$ cat config.mk
export PLATFORM = sky130hd
export DESIGN_NAME = dbi_init_command_stream_parser_flat
export DESIGN_NICKNAME = d
export VERILOG_FILES = /design/src/design/dbi_icsp_pkg.sv /design/src/design/dbi_icsp_if.sv /design/src/design/dbi_icsp_parser.sv /design/src/design/dbi_icsp_rq.sv /design/src/design/dbi_init_command_stream_parser.sv /design/src/flat_wrapper.sv
export SDC_FILE = /design/constraint.sdc
export NUM_CORES = 1
export LEC_CHECK = 0
export ABC_AREA = 1
export BUFFER_PORTS_ARGS = -buffer_cell sky130_fd_sc_hd__buf_4
export CORE_MARGIN = 1
export CORE_UTILIZATION = 65
export DETAILED_ROUTE_END_ITERATION = 6
export GPL_TIMING_DRIVEN = 0
export HOLD_SLACK_MARGIN = 0.12
export PLACE_DENSITY_LB_ADDON = 0.2
export SLEW_MARGIN = 20
export SYNTH_ARGS = -nofsm -noshare
export SYNTH_HDL_FRONTEND = slang
export SYNTH_SLANG_ARGS = --single-unit
export TNS_END_PERCENT = 100
$ cat constraint.sdc
create_clock -name clk -period 7.6 [get_ports clk]
set_input_delay 0 -clock clk [delete_from_list [all_inputs] [get_ports clk]]
set_output_delay 0 -clock clk [all_outputs]
set_load 0.005 [all_outputs]
$ cat src/design/dbi_icsp_pkg.sv
`timescale 1ns / 1ps
// Shared types, codes and constants of the DBI init command stream parser.
package dbi_icsp_pkg;

  localparam int unsigned MAX_FILE_BYTES_DEF = 65535;
  localparam int unsigned MIN_FILE_BYTES     = 18;
  localparam int unsigned MAGIC_LEN          = 15;
  localparam logic [7:0]  FORMAT_VERSION     = 8'd1;
  localparam logic [7:0]  SLEEP_OPCODE       = 8'h00;
  localparam logic [7:0]  SLEEP_PARAM_COUNT  = 8'd1;

  // Result queue geometry.
  localparam int unsigned RQ_DEPTH = 4;
  localparam int unsigned RQ_AW    = $clog2(RQ_DEPTH);
  localparam int unsigned RQ_CW    = $clog2(RQ_DEPTH + 1);

  typedef enum logic [1:0] {
    PH_HEADER = 2'd0,
    PH_OPCODE = 2'd1,
    PH_COUNT  = 2'd2,
    PH_PARAMS = 2'd3
  } phase_t;

  typedef enum logic [1:0] {
    EV_COMMAND = 2'd0,
    EV_PARAM   = 2'd1,
    EV_SLEEP   = 2'd2,
    EV_VERDICT = 2'd3
  } event_kind_t;

  typedef enum logic [2:0] {
    VD_OK        = 3'd0,
    VD_SMALL     = 3'd1,
    VD_MAGIC     = 3'd2,
    VD_VERSION   = 3'd3,
    VD_OVERFLOW  = 3'd4,
    VD_MALFORMED = 3'd5
  } verdict_t;

  typedef struct packed {
    logic [1:0] event_kind;
    logic [7:0] event_value;
    logic [7:0] param_count;
    logic [2:0] verdict;
    logic       last_of_run;
  } result_t;

  typedef struct packed {
    logic valid;   // queue holds at least one result
    logic room;    // queue can take two more results
  } rq_status_t;

  // Expected header byte at a magic position: "MIPI DBI" then zeros.
  function automatic logic [7:0] magic_byte(input logic [3:0] idx);
    logic [7:0] b;
    case (idx)
      4'd0:    b = 8'h4D;
      4'd1:    b = 8'h49;
      4'd2:    b = 8'h50;
      4'd3:    b = 8'h49;
      4'd4:    b = 8'h20;
      4'd5:    b = 8'h44;
      4'd6:    b = 8'h42;
      4'd7:    b = 8'h49;
      default: b = 8'h00;
    endcase
    return b;
  endfunction

endpackage

$ cat src/design/dbi_icsp_if.sv
`timescale 1ns / 1ps
// Valid/ready channel interfaces for the file byte input and the event output.
interface dbi_icsp_in_if;
  logic       valid;
  logic       ready;
  logic [7:0] file_byte;
  logic       end_of_file;

  modport source (output valid, output file_byte, output end_of_file, input ready);
  modport sink   (input valid, input file_byte, input end_of_file, output ready);
endinterface

interface dbi_icsp_out_if;
  logic       valid;
  logic       ready;
  logic [1:0] event_kind;
  logic [7:0] event_value;
  logic [7:0] param_count;
  logic [2:0] verdict;
  logic       last_of_run;

  modport source (output valid, output event_kind, output event_value, output param_count,
                  output verdict, output last_of_run, input ready);
  modport sink   (input valid, input event_kind, input event_value, input param_count,
                  input verdict, input last_of_run, output ready);
endinterface

$ cat src/design/dbi_icsp_parser.sv
`timescale 1ns / 1ps
// Framing state and per-byte event generation of the command stream parser.
module dbi_icsp_parser #(
  parameter int unsigned MAX_FILE_BYTES = dbi_icsp_pkg::MAX_FILE_BYTES_DEF
) (
  input  logic                  clk,
  input  logic                  rst_n,
  input  logic                  fire,
  input  logic [7:0]            file_byte,
  input  logic                  end_of_file,
  output logic [1:0]            res_cnt,
  output dbi_icsp_pkg::result_t res0,
  output dbi_icsp_pkg::result_t res1
);

  localparam int unsigned PW = $clog2(MAX_FILE_BYTES + 1);

  dbi_icsp_pkg::phase_t   phase_r, phase_nxt;
  logic [PW-1:0]          pos_r, pos_nxt;
  logic [7:0]             opcode_r, opcode_nxt;
  logic [7:0]             remain_r, remain_nxt, remain_dec;
  logic                   sleep_r, sleep_nxt;
  dbi_icsp_pkg::verdict_t err_r, err_nxt;

  dbi_icsp_pkg::result_t  ev, vd;
  logic                   ev_valid;

  // Next state after this byte, before the end-of-file return to reset.
  always_comb begin
    phase_nxt  = phase_r;
    opcode_nxt = opcode_r;
    remain_nxt = remain_r;
    sleep_nxt  = sleep_r;
    err_nxt    = err_r;
    remain_dec = (remain_r != 8'd0) ? remain_r - 8'd1 : remain_r;
    pos_nxt    = (pos_r < PW'(MAX_FILE_BYTES)) ? pos_r + 1'b1 : pos_r;
    case (phase_r)
      dbi_icsp_pkg::PH_HEADER: begin
        if (pos_r < PW'(dbi_icsp_pkg::MAGIC_LEN)) begin
          if (file_byte != dbi_icsp_pkg::magic_byte(pos_r[3:0]) &&
              err_r == dbi_icsp_pkg::VD_OK) begin
            err_nxt = dbi_icsp_pkg::VD_MAGIC;
          end
        end else begin
          if (file_byte != dbi_icsp_pkg::FORMAT_VERSION && err_r == dbi_icsp_pkg::VD_OK) begin
            err_nxt = dbi_icsp_pkg::VD_VERSION;
          end
          phase_nxt = dbi_icsp_pkg::PH_OPCODE;
        end
      end
      dbi_icsp_pkg::PH_OPCODE: begin
        opcode_nxt = file_byte;
        phase_nxt  = dbi_icsp_pkg::PH_COUNT;
      end
      dbi_icsp_pkg::PH_COUNT: begin
        if (opcode_r == dbi_icsp_pkg::SLEEP_OPCODE &&
            file_byte == dbi_icsp_pkg::SLEEP_PARAM_COUNT) begin
          sleep_nxt  = 1'b1;
          remain_nxt = dbi_icsp_pkg::SLEEP_PARAM_COUNT;
          phase_nxt  = dbi_icsp_pkg::PH_PARAMS;
        end else begin
          remain_nxt = file_byte;
          phase_nxt  = (file_byte != 8'd0) ? dbi_icsp_pkg::PH_PARAMS
                                           : dbi_icsp_pkg::PH_OPCODE;
        end
      end
      dbi_icsp_pkg::PH_PARAMS: begin
        sleep_nxt  = 1'b0;
        remain_nxt = remain_dec;
        if (remain_dec == 8'd0) begin
          phase_nxt = dbi_icsp_pkg::PH_OPCODE;
        end
      end
      default: phase_nxt = dbi_icsp_pkg::PH_HEADER;
    endcase
  end

  // Results caused by this byte.
  always_comb begin
    ev_valid       = 1'b0;
    ev             = '0;
    ev.last_of_run = ~end_of_file;
    case (phase_r)
      dbi_icsp_pkg::PH_COUNT: begin
        if (!(opcode_r == dbi_icsp_pkg::SLEEP_OPCODE &&
              file_byte == dbi_icsp_pkg::SLEEP_PARAM_COUNT)) begin
          ev_valid       = 1'b1;
          ev.event_kind  = dbi_icsp_pkg::EV_COMMAND;
          ev.event_value = opcode_r;
          ev.param_count = file_byte;
        end
      end
      dbi_icsp_pkg::PH_PARAMS: begin
        ev_valid       = 1'b1;
        ev.event_kind  = sleep_r ? dbi_icsp_pkg::EV_SLEEP : dbi_icsp_pkg::EV_PARAM;
        ev.event_value = file_byte;
      end
      default: ev_valid = 1'b0;
    endcase

    vd             = '0;
    vd.event_kind  = dbi_icsp_pkg::EV_VERDICT;
    vd.last_of_run = 1'b1;
    if (pos_nxt < PW'(dbi_icsp_pkg::MIN_FILE_BYTES)) begin
      vd.verdict = dbi_icsp_pkg::VD_SMALL;
    end else if (err_nxt != dbi_icsp_pkg::VD_OK) begin
      vd.verdict = err_nxt;
    end else if (phase_nxt == dbi_icsp_pkg::PH_COUNT) begin
      vd.verdict = dbi_icsp_pkg::VD_MALFORMED;
    end else if (phase_nxt == dbi_icsp_pkg::PH_PARAMS) begin
      vd.verdict = dbi_icsp_pkg::VD_OVERFLOW;
    end else begin
      vd.verdict = dbi_icsp_pkg::VD_OK;
    end

    res0    = ev_valid ? ev : vd;
    res1    = vd;
    res_cnt = {1'b0, ev_valid} + {1'b0, end_of_file};
  end

  always_ff @(posedge clk) begin
    if (!rst_n || (fire && end_of_file)) begin
      phase_r  <= dbi_icsp_pkg::PH_HEADER;
      pos_r    <= '0;
      opcode_r <= '0;
      remain_r <= '0;
      sleep_r  <= 1'b0;
      err_r    <= dbi_icsp_pkg::VD_OK;
    end else if (fire) begin
      phase_r  <= phase_nxt;
      pos_r    <= pos_nxt;
      opcode_r <= opcode_nxt;
      remain_r <= remain_nxt;
      sleep_r  <= sleep_nxt;
      err_r    <= err_nxt;
    end
  end

endmodule

$ cat src/design/dbi_icsp_rq.sv
`timescale 1ns / 1ps
// Small result queue that takes up to two results per cycle and gives one.
module dbi_icsp_rq (
  input  logic                       clk,
  input  logic                       rst_n,
  input  logic [1:0]                 push_cnt,
  input  dbi_icsp_pkg::result_t      wdata0,
  input  dbi_icsp_pkg::result_t      wdata1,
  input  logic                       pop,
  output dbi_icsp_pkg::result_t      rdata,
  output dbi_icsp_pkg::rq_status_t   status
);

  localparam int unsigned AW = dbi_icsp_pkg::RQ_AW;
  localparam int unsigned CW = dbi_icsp_pkg::RQ_CW;

  dbi_icsp_pkg::result_t mem_r [dbi_icsp_pkg::RQ_DEPTH];
  logic [AW-1:0]         wr_ptr_r, rd_ptr_r, wr_ptr1;
  logic [CW-1:0]         cnt_r, cnt_nxt;
  logic                  do_pop;

  assign do_pop        = pop && (cnt_r != '0);
  assign wr_ptr1       = wr_ptr_r + 1'b1;
  assign cnt_nxt       = cnt_r + CW'(push_cnt) - CW'(do_pop);
  assign rdata         = mem_r[rd_ptr_r];
  assign status.valid  = (cnt_r != '0);
  assign status.room   = (cnt_r <= CW'(dbi_icsp_pkg::RQ_DEPTH - 2));

  always_ff @(posedge clk) begin
    if (push_cnt != 2'd0) begin
      mem_r[wr_ptr_r] <= wdata0;
    end
    if (push_cnt == 2'd2) begin
      mem_r[wr_ptr1] <= wdata1;
    end
  end

  always_ff @(posedge clk) begin
    if (!rst_n) begin
      wr_ptr_r <= '0;
      rd_ptr_r <= '0;
      cnt_r    <= '0;
    end else begin
      wr_ptr_r <= wr_ptr_r + AW'(push_cnt);
      rd_ptr_r <= rd_ptr_r + AW'(do_pop);
      cnt_r    <= cnt_nxt;
    end
  end

endmodule

$ cat src/design/dbi_init_command_stream_parser.sv
`timescale 1ns / 1ps
// Top level of the DBI panel init file checker and command framer.
//
// The block takes one file byte per cycle and keeps taking bytes at that rate
// for as long as the event side keeps up. Each byte is parsed in the cycle it
// is accepted: header bytes are checked against the magic and the version,
// body bytes are framed into command, parameter and sleep events, and the byte
// marked end of file adds a verdict after any event it caused. The zero, one
// or two results of a byte are written into a four-entry result queue, so the
// first of them is registered in the queue before it is offered on the output.
// in_ch.ready is high whenever the queue has room for two more results; a byte
// that carries end of file together with an event therefore puts two results
// in the queue, and a stalled output fills it before the input is held off.
// After the verdict the parser is back in its reset state and the next byte
// starts a new file. Events of a file whose verdict is not ok are still
// delivered and should be dropped downstream.
module dbi_init_command_stream_parser #(
  parameter int unsigned MAX_FILE_BYTES = dbi_icsp_pkg::MAX_FILE_BYTES_DEF
) (
  input  logic                  clk,
  input  logic                  rst_n,
  dbi_icsp_in_if.sink           in_ch,
  dbi_icsp_out_if.source        out_ch
);

  dbi_icsp_pkg::result_t    res0, res1, head;
  dbi_icsp_pkg::rq_status_t rq_status;
  logic [1:0]               res_cnt, push_cnt;
  logic                     in_fire;

  // Accept only while the queue can absorb the worst case of two results.
  assign in_ch.ready = rq_status.room;
  assign in_fire     = in_ch.valid && rq_status.room;
  assign push_cnt    = in_fire ? res_cnt : 2'd0;

  dbi_icsp_parser #(
    .MAX_FILE_BYTES(MAX_FILE_BYTES)
  ) u_parser (
    .clk         (clk),
    .rst_n       (rst_n),
    .fire        (in_fire),
    .file_byte   (in_ch.file_byte),
    .end_of_file (in_ch.end_of_file),
    .res_cnt     (res_cnt),
    .res0        (res0),
    .res1        (res1)
  );

  dbi_icsp_rq u_rq (
    .clk      (clk),
    .rst_n    (rst_n),
    .push_cnt (push_cnt),
    .wdata0   (res0),
    .wdata1   (res1),
    .pop      (out_ch.ready),
    .rdata    (head),
    .status   (rq_status)
  );

  // The queue head drives the event channel directly.
  assign out_ch.valid       = rq_status.valid;
  assign out_ch.event_kind  = head.event_kind;
  assign out_ch.event_value = head.event_value;
  assign out_ch.param_count = head.param_count;
  assign out_ch.verdict     = head.verdict;
  assign out_ch.last_of_run = head.last_of_run;

endmodule

$ cat src/flat_wrapper.sv
// flat-port wrapper written by rule: the top's interface ports become plain ports
module dbi_init_command_stream_parser_flat 
#(
  parameter int unsigned MAX_FILE_BYTES = dbi_icsp_pkg::MAX_FILE_BYTES_DEF
)
  (clk, rst_n, in_ch_valid, in_ch_file_byte, in_ch_end_of_file, in_ch_ready, out_ch_valid, out_ch_event_kind, out_ch_event_value, out_ch_param_count, out_ch_verdict, out_ch_last_of_run, out_ch_ready);
  dbi_icsp_in_if in_ch_i ();
  dbi_icsp_out_if out_ch_i ();
  input  logic clk;
  input  logic rst_n;
  input wire logic [$bits(in_ch_i.valid)-1:0] in_ch_valid;
  input wire logic [$bits(in_ch_i.file_byte)-1:0] in_ch_file_byte;
  input wire logic [$bits(in_ch_i.end_of_file)-1:0] in_ch_end_of_file;
  output wire logic [$bits(in_ch_i.ready)-1:0] in_ch_ready;
  output wire logic [$bits(out_ch_i.valid)-1:0] out_ch_valid;
  output wire logic [$bits(out_ch_i.event_kind)-1:0] out_ch_event_kind;
  output wire logic [$bits(out_ch_i.event_value)-1:0] out_ch_event_value;
  output wire logic [$bits(out_ch_i.param_count)-1:0] out_ch_param_count;
  output wire logic [$bits(out_ch_i.verdict)-1:0] out_ch_verdict;
  output wire logic [$bits(out_ch_i.last_of_run)-1:0] out_ch_last_of_run;
  input wire logic [$bits(out_ch_i.ready)-1:0] out_ch_ready;
  assign in_ch_i.valid = in_ch_valid;
  assign in_ch_i.file_byte = in_ch_file_byte;
  assign in_ch_i.end_of_file = in_ch_end_of_file;
  assign in_ch_ready = in_ch_i.ready;
  assign out_ch_valid = out_ch_i.valid;
  assign out_ch_event_kind = out_ch_i.event_kind;
  assign out_ch_event_value = out_ch_i.event_value;
  assign out_ch_param_count = out_ch_i.param_count;
  assign out_ch_verdict = out_ch_i.verdict;
  assign out_ch_last_of_run = out_ch_i.last_of_run;
  assign out_ch_i.ready = out_ch_ready;
  dbi_init_command_stream_parser #(.MAX_FILE_BYTES(MAX_FILE_BYTES)) u_core (.clk(clk), .rst_n(rst_n), .in_ch(in_ch_i), .out_ch(out_ch_i));
endmodule
== Word-level counts from Yosys, hierarchy flattened ==
Memory sizes are Yosys's and may differ from the RTL's. A register that Yosys moved wholly into a read port is not among the register bits.
Cells that the tools add are included.
W data, S select, Z words.
Cells by class
  reduce and logical (&&, ||, !) cells: 21
  bitwise logic cells: 1
  eq/ne operators: 10
  add/sub/neg operators: 8
  mux-type cells: 37
  order comparisons: 4
Operator list (number)
  $mux W8: 6
  $mux W16: 2
  $mux W3: 10
  $mux W22: 1
  $pmux W10 S2: 1
  $add A16 B1 Y16 const B: 1
  $logic_not A8 Y1: 2
  $lt A16 B16 Y1 const B: 1
  $lt A16 B4 Y1 const B: 1
  $lt A16 B5 Y1 const B: 1
  $pmux W8 S2: 1
  $reduce_bool A8 Y1: 2
  $mux W2: 7
  $eq A2 B2 Y1 const B: 5
  $eq A8 B1 Y1 const B: 1
  $ne A8 B1 Y1 const B: 1
  $ne A8 B8 Y1: 1
  $pmux W2 S4: 1
  $sub A8 B1 Y8 const B: 1
  $logic_and A1 B1 Y1: 6
  $mux W1: 6
  $reduce_bool A3 Y1: 2
  $pmux W1 S2: 2
  $reduce_and A2 Y1: 2
  16 further kinds: 17
Word-level totals
  memories kept: 2
  output and inout bits: 24
  ROM bits: 56
  bits in writable memories: 88
  input port bits: 13
  bits in registers: 45
  word-level logic and storage cells: 92
Memory list
  u_core.u_rq.mem_r: depth 4, width 22, rd ports 1, clocked after memory_dff 1, wr ports 2, RTL line dbi_icsp_rq.sv:17  | dbi_icsp_pkg::result_t mem_r [dbi_icsp_pkg::RQ_DEPTH];
  (name not given): depth 8, width 7, rd ports 1, clocked after memory_dff 1, wr ports 0, RTL line dbi_icsp_pkg.sv:56  | case (idx)

== Logic depth before layout (Yosys ltp) ==
Gate-level depths: netlist (run 1).
  word-level depth: 12
  depth in mapped cells: 18
  gate-level depth less buffers: 18

== By module ==
Synthesis (run 1) repeated with hierarchy kept, for this count alone.
Unflattened totals
  cells, all modules: 980
  area, all modules: 8056.5 µm²
Modules (own cells, without submodules)
  dbi_icsp_rq: cells each 486, area each 4949.7 µm², instances 1, sequential area each 2782.7 µm²
  dbi_icsp_parser: cells each 488, area each 3084.2 µm², instances 1, sequential area each 880.8 µm²
  dbi_init_command_stream_parser: cells each 6, area each 22.5 µm², instances 1, sequential area each 0.0 µm²

== Worst setup path after synthesis (run 1) ==
No wires, ideal clock.
  kind: reg2reg
  from: reg u_core.u_parser.phase_r[0]
  to: reg u_core.u_rq.cnt_r[2]
  period minus slack after synthesis: 3.005 ns
  library setup time: 0.070 ns
  path buffers: 1
  data required time: 7.530 ns
  arrival: 2.935 ns
  slack: 4.595 ns
  cell stages (with the launch flop): 17
  cells stage by stage: dfxtp_1 clkbuf_1 nor2_2 nand2_1 nand2_1 ha_1 inv_1 nor2_1 inv_1 ha_1 inv_1 ha_1 inv_1 fa_1 xor2_1 or2_2 a21oi_1
On the way
  cells in the longest elaborated chain, start to end: 6
  elaborated cells on any way between the ends: 7
  those cells by class: 3 x add/sub; 2 x eq/ne; 2 x mux
Ends and longest elaborated chain
  start: declaration: RTL line dbi_icsp_parser.sv:18  | dbi_icsp_pkg::phase_t phase_r, phase_nxt;
  start signal: assignment: RTL line dbi_icsp_parser.sv:123  | phase_r <= dbi_icsp_pkg::PH_HEADER;
  start signal: assignment: RTL line dbi_icsp_parser.sv:130  | phase_r <= phase_nxt;
  $eq A2 B2 Y1: RTL line dbi_icsp_parser.sv:83  | case (phase_r)
  $pmux W1 S2 *: RTL line dbi_icsp_parser.sv:83
  $add A1 B1 Y2 *: RTL line dbi_icsp_parser.sv:118  | res_cnt = {1'b0, ev_valid} + {1'b0, end_of_file};
  $mux W2 *: RTL line dbi_init_command_stream_parser.sv:34  | assign push_cnt = in_fire ? res_cnt : 2'd0;
  $add A3 B2 Y3 *: RTL line dbi_icsp_rq.sv:24  | assign cnt_nxt = cnt_r + CW'(push_cnt) - CW'(do_pop);
  $sub A3 B1 Y3 *: RTL line dbi_icsp_rq.sv:24
  end signal: assignment: RTL line dbi_icsp_rq.sv:46  | cnt_r <= cnt_nxt;
  end: declaration: RTL line dbi_icsp_rq.sv:19  | logic [CW-1:0] cnt_r, cnt_nxt;
Every way passes the cells marked *; elsewhere a longest branch is shown, timed or not.
A chain may end at the register's enable or synchronous reset.

== Worst setup path after layout (run 1) ==
Ends and elaborated chain as after synthesis.

==> impl_metrics.env, run 1 <==
export IMPL_status="finished, final reports clean"
export IMPL_post_drt_wl_per_cell_um=16.1
export IMPL_drt_initial_drc_count=664
export IMPL_synth_seq_area_share_pct=43.5
export IMPL_syn_area_mm2=0.00667
export IMPL_cp_top_family="adder cells"
export IMPL_start_util_pct=67.6
export IMPL_numCtsBuffers=17
export IMPL_p_per_area_mw_per_mm2=351
export IMPL_netlist_top_cell_by_area="dfxtp_1"
export IMPL_clock_sinks=139
export IMPL_worstPathCellList="clkbuf_1 -> nor2_2 -> nand2_1 -> nand2_1 -> ha_1 -> inv_1 -> nor2_1 -> inv_1 -> ha_1 -> inv_1 -> ha_1 -> inv_1 -> fa_1 -> xor2_1 -> or2_2 -> a21oi_1"
export IMPL_hold_violations=0
export IMPL_hold_path_depth=5
export IMPL_max_stage_delay_ns=0.44
export IMPL_routabilityCongestion=0.936
export IMPL_holdWs_ns=0.172
export IMPL_htree_num_levels=4
export IMPL_grt_max_degree=17
export IMPL_arrival_ns=4.02
export IMPL_wl_met1_um=7410
export IMPL_setup_viol=0
export IMPL_synth_cell_types=40
export IMPL_synth_edf_count=12
export IMPL_wl_met3_um=1590
export IMPL_clock_latency_ns=0.53
export IMPL_hpwl_um=12100
export IMPL_synthesis_nets=953
export IMPL_min_period_over_period_pct=46.9
export IMPL_worst_setup_path_end_kind="register"
export IMPL_synth_ff_latch_count=139
export IMPL_antenna_found_initial=0
export IMPL_dieArea_mm2=0.0107
export IMPL_setup_slack_ns=4.03
export IMPL_met2WireLength_um=8960
export IMPL_final_util_pct=79.3
export IMPL_cts_tree="yes"
export IMPL_num_rows=36
export IMPL_avgSynthCellArea_um2=7.17
export IMPL_grt_pass1_wl_um=28400
export IMPL_crit_buf_inv=5
export IMPL_dr_pass1_iters=5
export IMPL_dp_cells=1100
export IMPL_grt_pass1_vias=5921
export IMPL_synth_warnings=0
export IMPL_peakVddDrop_mv=0.158
export IMPL_relSlewSlack_pct=55.9
export IMPL_drc=0
export IMPL_rsz0062_at_grt="false"
export IMPL_critPathKind="reg -> reg"
export IMPL_gr_total_overflow=0
export IMPL_vias=6579
export IMPL_tns_ns=0
export IMPL_wl_um=18400
export IMPL_synthCells=931
export IMPL_n_antenna_cell=0
export IMPL_ios=37
export IMPL_cts_root_buffer="clkbuf_8"
export IMPL_critical_path_most_common_cell="inv_1"
export IMPL_fin_nets=1019
export IMPL_cts_resized=0
export IMPL_dieHeight_um=103
export IMPL_die_w_um=103
export IMPL_ant_nets=0
export IMPL_synth_top_cell_area_share_pct=38.1
export IMPL_yosys_top_cells_area="dfxtp_1 (38%), o21ai_0 (10%), nand2_1 (10%)"
export IMPL_required_ns=8.05
export IMPL_max_freq_mhz=280
export IMPL_clk_pin_slew_ns=0.06
export IMPL_finClkSkew_ns=0.00938
export IMPL_dpl_instance_area_mm2=0.00711
export IMPL_maxSlewViolCount=0
export IMPL_async_reset_ff_share_pct=0
export IMPL_worst_slew_pin_slew_ns=0.659
export IMPL_postCtsSetupBuffers=0
export IMPL_p_leak_nw=3.30
export IMPL_fin_cells=1143
export IMPL_worstHoldPathType="in -> reg"
export IMPL_crit_path_start_kind="register"
export IMPL_cp_slowest_cell="ha_1"
export IMPL_routed_top_layer="met4"
export IMPL_drv_cap=0
export IMPL_holdBufCountCts=11
export IMPL_rr_worst_depth=16
export IMPL_core_area_mm2=0.00986
export IMPL_avgViaCountPerCell=5.76
export IMPL_power_total_mw=2.74
export IMPL_period_needed_ns=3.57
export IMPL_final_area_mm2=0.00783
export IMPL_track_usage_pct=35.2
export IMPL_pre_cts_ws_ns=4.12
export IMPL_path_depth=16
export IMPL_synthFlopType="dfxtp_1"
export IMPL_syn_to_final_growth_pct=17.3
export IMPL_drive_above_1_share_pct=12.1
export IMPL_cts_buffer_depth=2
export IMPL_critPathMaxFanout=10
export IMPL_port_buffer_count=36
registers in the layout (all words and copies together), names as in the netlist, named ones only:
signal                    count
u_core.u_rq.mem_r            88
u_core.u_parser.pos_r        16
u_core.u_parser.opcode_r      8
u_core.u_parser.remain_r      8
u_core.u_parser.err_r         3
u_core.u_rq.cnt_r             3
u_core.u_parser.phase_r       2
u_core.u_rq.rd_ptr_r          2
u_core.u_rq.wr_ptr_r          2
u_core.u_parser.sleep_r       1
cells by family after synthesis:
| kind of cell | after synthesis | share of synthesized area [%] |
|---|---|---|
| DFF | 139 | 43.5 |
| buffers and inverters | 135 | 8.08 |
| adders and majority gates | 9 | 1.80 |
| AOI/OAI and AO/OA | 243 | 19.9 |
| and+or+nand+nor | 396 | 25.5 |
| xor gates and xnor gates | 9 | 1.18 |
layout make-up:
type	instances	area (um2)
inverters	100	375
flip-flops and latches	139	2900
well taps	133	166
clock buffers	19	443
plain buffers	35	164
repair buffers	47	380
clock inverters	13	164
multi-input cells	657	3230
fillers	676	2040
final timing paths:
path         slack [ns]                  endpoint                        from
max                4.03      u_core.u_rq.cnt_r[2]  u_core.u_parser.phase_r[0]
min                0.17   u_core.u_rq.rd_ptr_r[0]                out_ch_ready
max reg2reg        4.03      u_core.u_rq.cnt_r[2]  u_core.u_parser.phase_r[0]
min reg2reg        0.46  u_core.u_rq.mem_r[1][15]    u_core.u_rq.mem_r[1][15]
metal layers:
metal	GRT usage, %	vias up
li1	-	3220
met2	59.8	333
met5	0	-
met1	43.5	2981
met4	17.0	0
met3	6.25	45
synth_stat cells (9+ instances only):
library cell  count
edfxtp_1         12
clkbuf_1         24
a31oi_1           9
nand3_1          37
nor2_2           11
nand2_2          11
nand2_1         178
o21ai_0         136
nand4_1           9
a21oi_1          36
o22ai_1          37
nor2_1          130
dfxtp_1         127
inv_1            92
worst reg2reg max path, cell delays in order, from the launching register on:
cell and delay, ns:
dfxtp_1 0.35, clkbuf_1 0.41, nor2_2 0.19, nand2_1 0.21, nand2_1 0.15, ha_1 0.44, inv_1 0.09, nor2_1 0.16
inv_1 0.06, ha_1 0.28, inv_1 0.06, ha_1 0.13, inv_1 0.04, fa_1 0.37, xor2_1 0.16, or2_2 0.28
a21oi_1 0.13
placed cells by master (no fill, tap or decap), drive strengths merged:
| master | count |
|---|---|
| o21ai | 146 |
| a31oi | 9 |
| xnor2 | 2 |
| nand3 | 39 |
| clkbuf | 43 |
| nand3b | 3 |
| o22a | 1 |
| bufinv | 3 |
| inv | 102 |
| dfxtp | 127 |
| edfxtp | 12 |
| clkinvlp | 2 |
| a21oi | 38 |
| a211oi | 7 |
| nand4 | 9 |
| nor3 | 10 |
| dlygate4sd3 | 11 |
| clkinv | 6 |
| ha | 8 |
| nand2 | 191 |
| o31ai | 1 |
| o211ai | 3 |
| buf | 47 |
| o22ai | 37 |
| xor2 | 7 |
| or2 | 2 |
| a21boi | 1 |
| fa | 1 |
| nor2 | 142 |
report_power, final:
group	internal [mW]	total (mW)	leakage (nW)	switching [mW]
registers	0.867	0.952	1.14	0.0846
clock network	0.521	0.850	0.294	0.328
logic	0.354	0.942	1.86	0.588
total	1.74	2.74	3.30	1.00
No activity file was read; power rests on OpenSTA's default activity.
==> run 2, diff against run 1 <==
--- a/config.mk
+++ b/config.mk
@@ -5,10 +5,10 @@
 export SDC_FILE = /design/constraint.sdc
 export NUM_CORES = 1
 export LEC_CHECK = 0
-export ABC_AREA = 1
+export ABC_AREA = 0
 export BUFFER_PORTS_ARGS = -buffer_cell sky130_fd_sc_hd__buf_4
 export CORE_MARGIN = 1
-export CORE_UTILIZATION = 65
+export CORE_UTILIZATION = 61
 export DETAILED_ROUTE_END_ITERATION = 6
 export GPL_TIMING_DRIVEN = 0
 export HOLD_SLACK_MARGIN = 0.12
==> constraint.sdc (replaced) <==
create_clock -name clk -period 3.6 [get_ports clk]
set_input_delay 0 -clock clk [delete_from_list [all_inputs] [get_ports clk]]
set_output_delay 0 -clock clk [all_outputs]
set_load 0.005 [all_outputs]
==> run 2 against run 1 <==
Sequential power rose by 85%. Clock-buffer cell count rose by 1. Critical path depth fell by 2. Non-clock buffer count rose by 17. Combinational power fell by 7.5%. Total power rose by 57%. Wire length fell by 8.6%. Synthesized cell count fell by 26%. Synthesized area fell by 0.56%. Utilization fell by 4.7 points. Sequential share of layout area rose by 0.26 points. Via count fell by 12%.
==> impl_metrics.env, run 2 <==
export IMPL_status="finished, final reports clean"
export IMPL_htree_num_levels=4
export IMPL_vias=5760
export IMPL_r2r_start="u_core.u_parser.opcode_r[7]"
export IMPL_required_ns=4.02
export IMPL_dp_cells=857
export IMPL_grt_pass1_vias=5553
export IMPL_peakVddDrop_mv=0.423
export IMPL_most_common_layout_cells="dfxtp_1 (127), nand2_1 (77), nor2_1 (55), o21ai_0 (43), buf_4 (37)"
export IMPL_rr_endpoint="u_core.u_rq.cnt_r[2]"
export IMPL_worst_slew_pin_slew_ns=0.928
export IMPL_fin_cells=901
export IMPL_worstHoldPathType="in -> reg"
export IMPL_core_area_mm2=0.0104
export IMPL_min_period_over_period_pct=96.2
export IMPL_grt_pass1_wl_um=27300
export IMPL_r2r_slack_ns=0.14
export IMPL_avgSynthCellArea_um2=9.67
export IMPL_cts_buffer_depth=2
export IMPL_p_per_area_mw_per_mm2=553
export IMPL_synth_ff_latch_count=139
export IMPL_relSlewSlack_pct=37.3
export IMPL_gr_total_overflow=0
export IMPL_synth_edf_count=12
export IMPL_grt_max_degree=17
export IMPL_synthCells=686
export IMPL_yosys_top_cells_area="dfxtp_1 (38%), mux4_2 (7.5%), edfxtp_1 (5.4%)"
export IMPL_synth_top_cell_area_share_pct=38.3
export IMPL_worst_setup_path_end_kind="register"
export IMPL_hold_violations=0
export IMPL_drive_above_1_share_pct=17.4
export IMPL_crit_path_start_kind="register"
export IMPL_critPathMaxFanout=5
export IMPL_postCtsSetupBuffers=0
export IMPL_drv_cap=0
export IMPL_ios=37
export IMPL_period_needed_ns=3.46
export IMPL_clk_pin_slew_ns=0.06
export IMPL_synthesis_nets=708
export IMPL_synth_seq_area_share_pct=43.8
export IMPL_drc=0
export IMPL_routabilityCongestion=0.934
export IMPL_syn_to_final_growth_pct=17.1
export IMPL_rsz0062_at_grt="false"
export IMPL_layout_commonest_cell="dfxtp_1"
export IMPL_max_freq_mhz=289
export IMPL_cts_tree="yes"
export IMPL_dr_pass1_iters=5
export IMPL_synth_warnings=0
export IMPL_critPathKind="reg -> reg"
export IMPL_hpwl_um=11400
export IMPL_ant_nets=0
export IMPL_hold_start="in_ch_file_byte[3]"
export IMPL_synth_cell_types=75
export IMPL_avgViaCountPerCell=6.39
export IMPL_arrival_ns=3.89
export IMPL_fin_nets=775
export IMPL_track_usage_pct=31.5
export IMPL_port_buffer_count=35
export IMPL_async_reset_ff_share_pct=0
export IMPL_min_to="u_core.u_parser.opcode_r[3]"
export IMPL_num_rows=37
export IMPL_numCtsBuffers=17
export IMPL_yosysMostFrequentCell="dfxtp_1"
export IMPL_netlist_top_cell_by_area="dfxtp_1"
export IMPL_largest_register_ffs=88
export IMPL_antenna_found_initial=0
export IMPL_tns_ns=0
export IMPL_regMostFlops="u_core.u_rq.mem_r"
export IMPL_finClkSkew_ns=0.00637
export IMPL_dieArea_mm2=0.0113
export IMPL_die_w_um=106
export IMPL_synthFlopType="dfxtp_1"
export IMPL_hold_path_depth=4
export IMPL_dieHeight_um=106
export IMPL_rr_worst_depth=14
export IMPL_maxSlewViolCount=0
export IMPL_clock_latency_ns=0.53
export IMPL_clock_sinks=139
export IMPL_post_drt_wl_per_cell_um=18.6
export IMPL_reg_largest_list="u_core.u_rq.mem_r: 88 flops, u_core.u_parser.pos_r: 16 flops"
export IMPL_drt_initial_drc_count=441
export IMPL_syn_area_mm2=0.00663
export IMPL_setup_viol=0
export IMPL_cts_root_buffer="clkbuf_8"
export IMPL_synth_commonest_cells="dfxtp_1 (127), nand2_1 (77), nor2_1 (55), o21ai_0 (43), a22o_1 (33)"
export IMPL_n_antenna_cell=0
export IMPL_start_util_pct=63.7
export IMPL_p_leak_nw=2.93
export IMPL_wl_um=16800
## run 2: where the power goes
group	internal [mW]	total, mW	switching [mW]
clock network	1.01	1.67	0.660
registers	1.68	1.76	0.0834
logic	0.404	0.871	0.467
## run 2: routing by layer
metal / vias to the layer above / wire (um) / GRT usage [%]
met1: 2782 / 6670 / 37.9
met5: - / 0 / 0
met4: 0 / 376 / 12.3
met3: 41 / 1320 / 8.34
met2: 265 / 8410 / 53.6
li1: 2672 / - / -
## run 2: cell type report
cell class,instances,area [um2]
inverters,17,63.8
flip-flops and latches,139,2900
repair buffers,48,393
multi-input cells,479,3460
plain buffers,51,224
well taps,136,170
clock inverters,11,120
clock buffers,20,439
fillers,738,2650
## run 2: worst max path at each step
stage | from | end | slack [ns]
final | u_core.u_parser.opcode_r[7] | u_core.u_rq.cnt_r[2] | 0.14
after global routing | u_core.u_parser.opcode_r[7] | u_core.u_rq.mem_r[0][16] | 0.006
after CTS | u_core.u_parser.opcode_r[7] | u_core.u_rq.mem_r[0][16] | 0.02
after detailed placement | u_core.u_parser.opcode_r[7] | u_core.u_rq.mem_r[0][10] | 0.12
after global placement | u_core.u_parser.opcode_r[7] | u_core.u_rq.mem_r[0][10] | 0.15
after floorplan | u_core.u_parser.opcode_r[7] | u_core.u_rq.cnt_r[2] | 0.42
## run 2: repair_timing
item                                   4_1_cts  5_1_grt
hold buffers                                13        0
gates resized for setup                      0        4
endpoints found under the hold margin       34        0
setup endpoints to repair                    0       27
## run 2: per-stage QoR
step | hold WS [ns] | setup slack, ns | area, um2 | utilization, % | total power [mW]
after floorplan | 0.122 | 0.419 | 6630 | - | 2.37
after global placement | 0.283 | 0.155 | 7070 | 67.8 | 2.61
after detailed placement | 0.295 | 0.117 | 7070 | 67.8 | 2.64
after CTS | 0.128 | 0.0199 | 7760 | 74.5 | 4.30
after global routing | 0.193 | 0.00610 | 7770 | 74.6 | 4.47
final | 0.171 | 0.136 | 7770 | 74.6 | 4.30
## run 2: cells by family (layout without fill, tap and decap cells)
group / count (synthesis) / count (layout) / share of synthesized area (%)
AOI/OAI and AO/OA: 171 / 171 / 18.3
xor gates and xnor gates: 19 / 19 / 2.51
adders and majority gates: 9 / 9 / 1.81
buffers and inverters: 68 / 147 / 4.32
DFF: 139 / 139 / 43.8
muxes: 45 / 45 / 11.1
and+or+nand+nor: 235 / 235 / 18.2
## run 2: critical path: stages (launching register included)
cell and delay, ns:
dfxtp_1 0.33, or4_1 0.58, nor4_4 0.33, a21boi_1 0.20, ha_1 0.37, and3_1 0.21
inv_1 0.05, ha_1 0.26, inv_1 0.06, ha_1 0.13, inv_1 0.05, fa_1 0.36
xor2_1 0.16, xnor2_1 0.12, and2_1 0.15
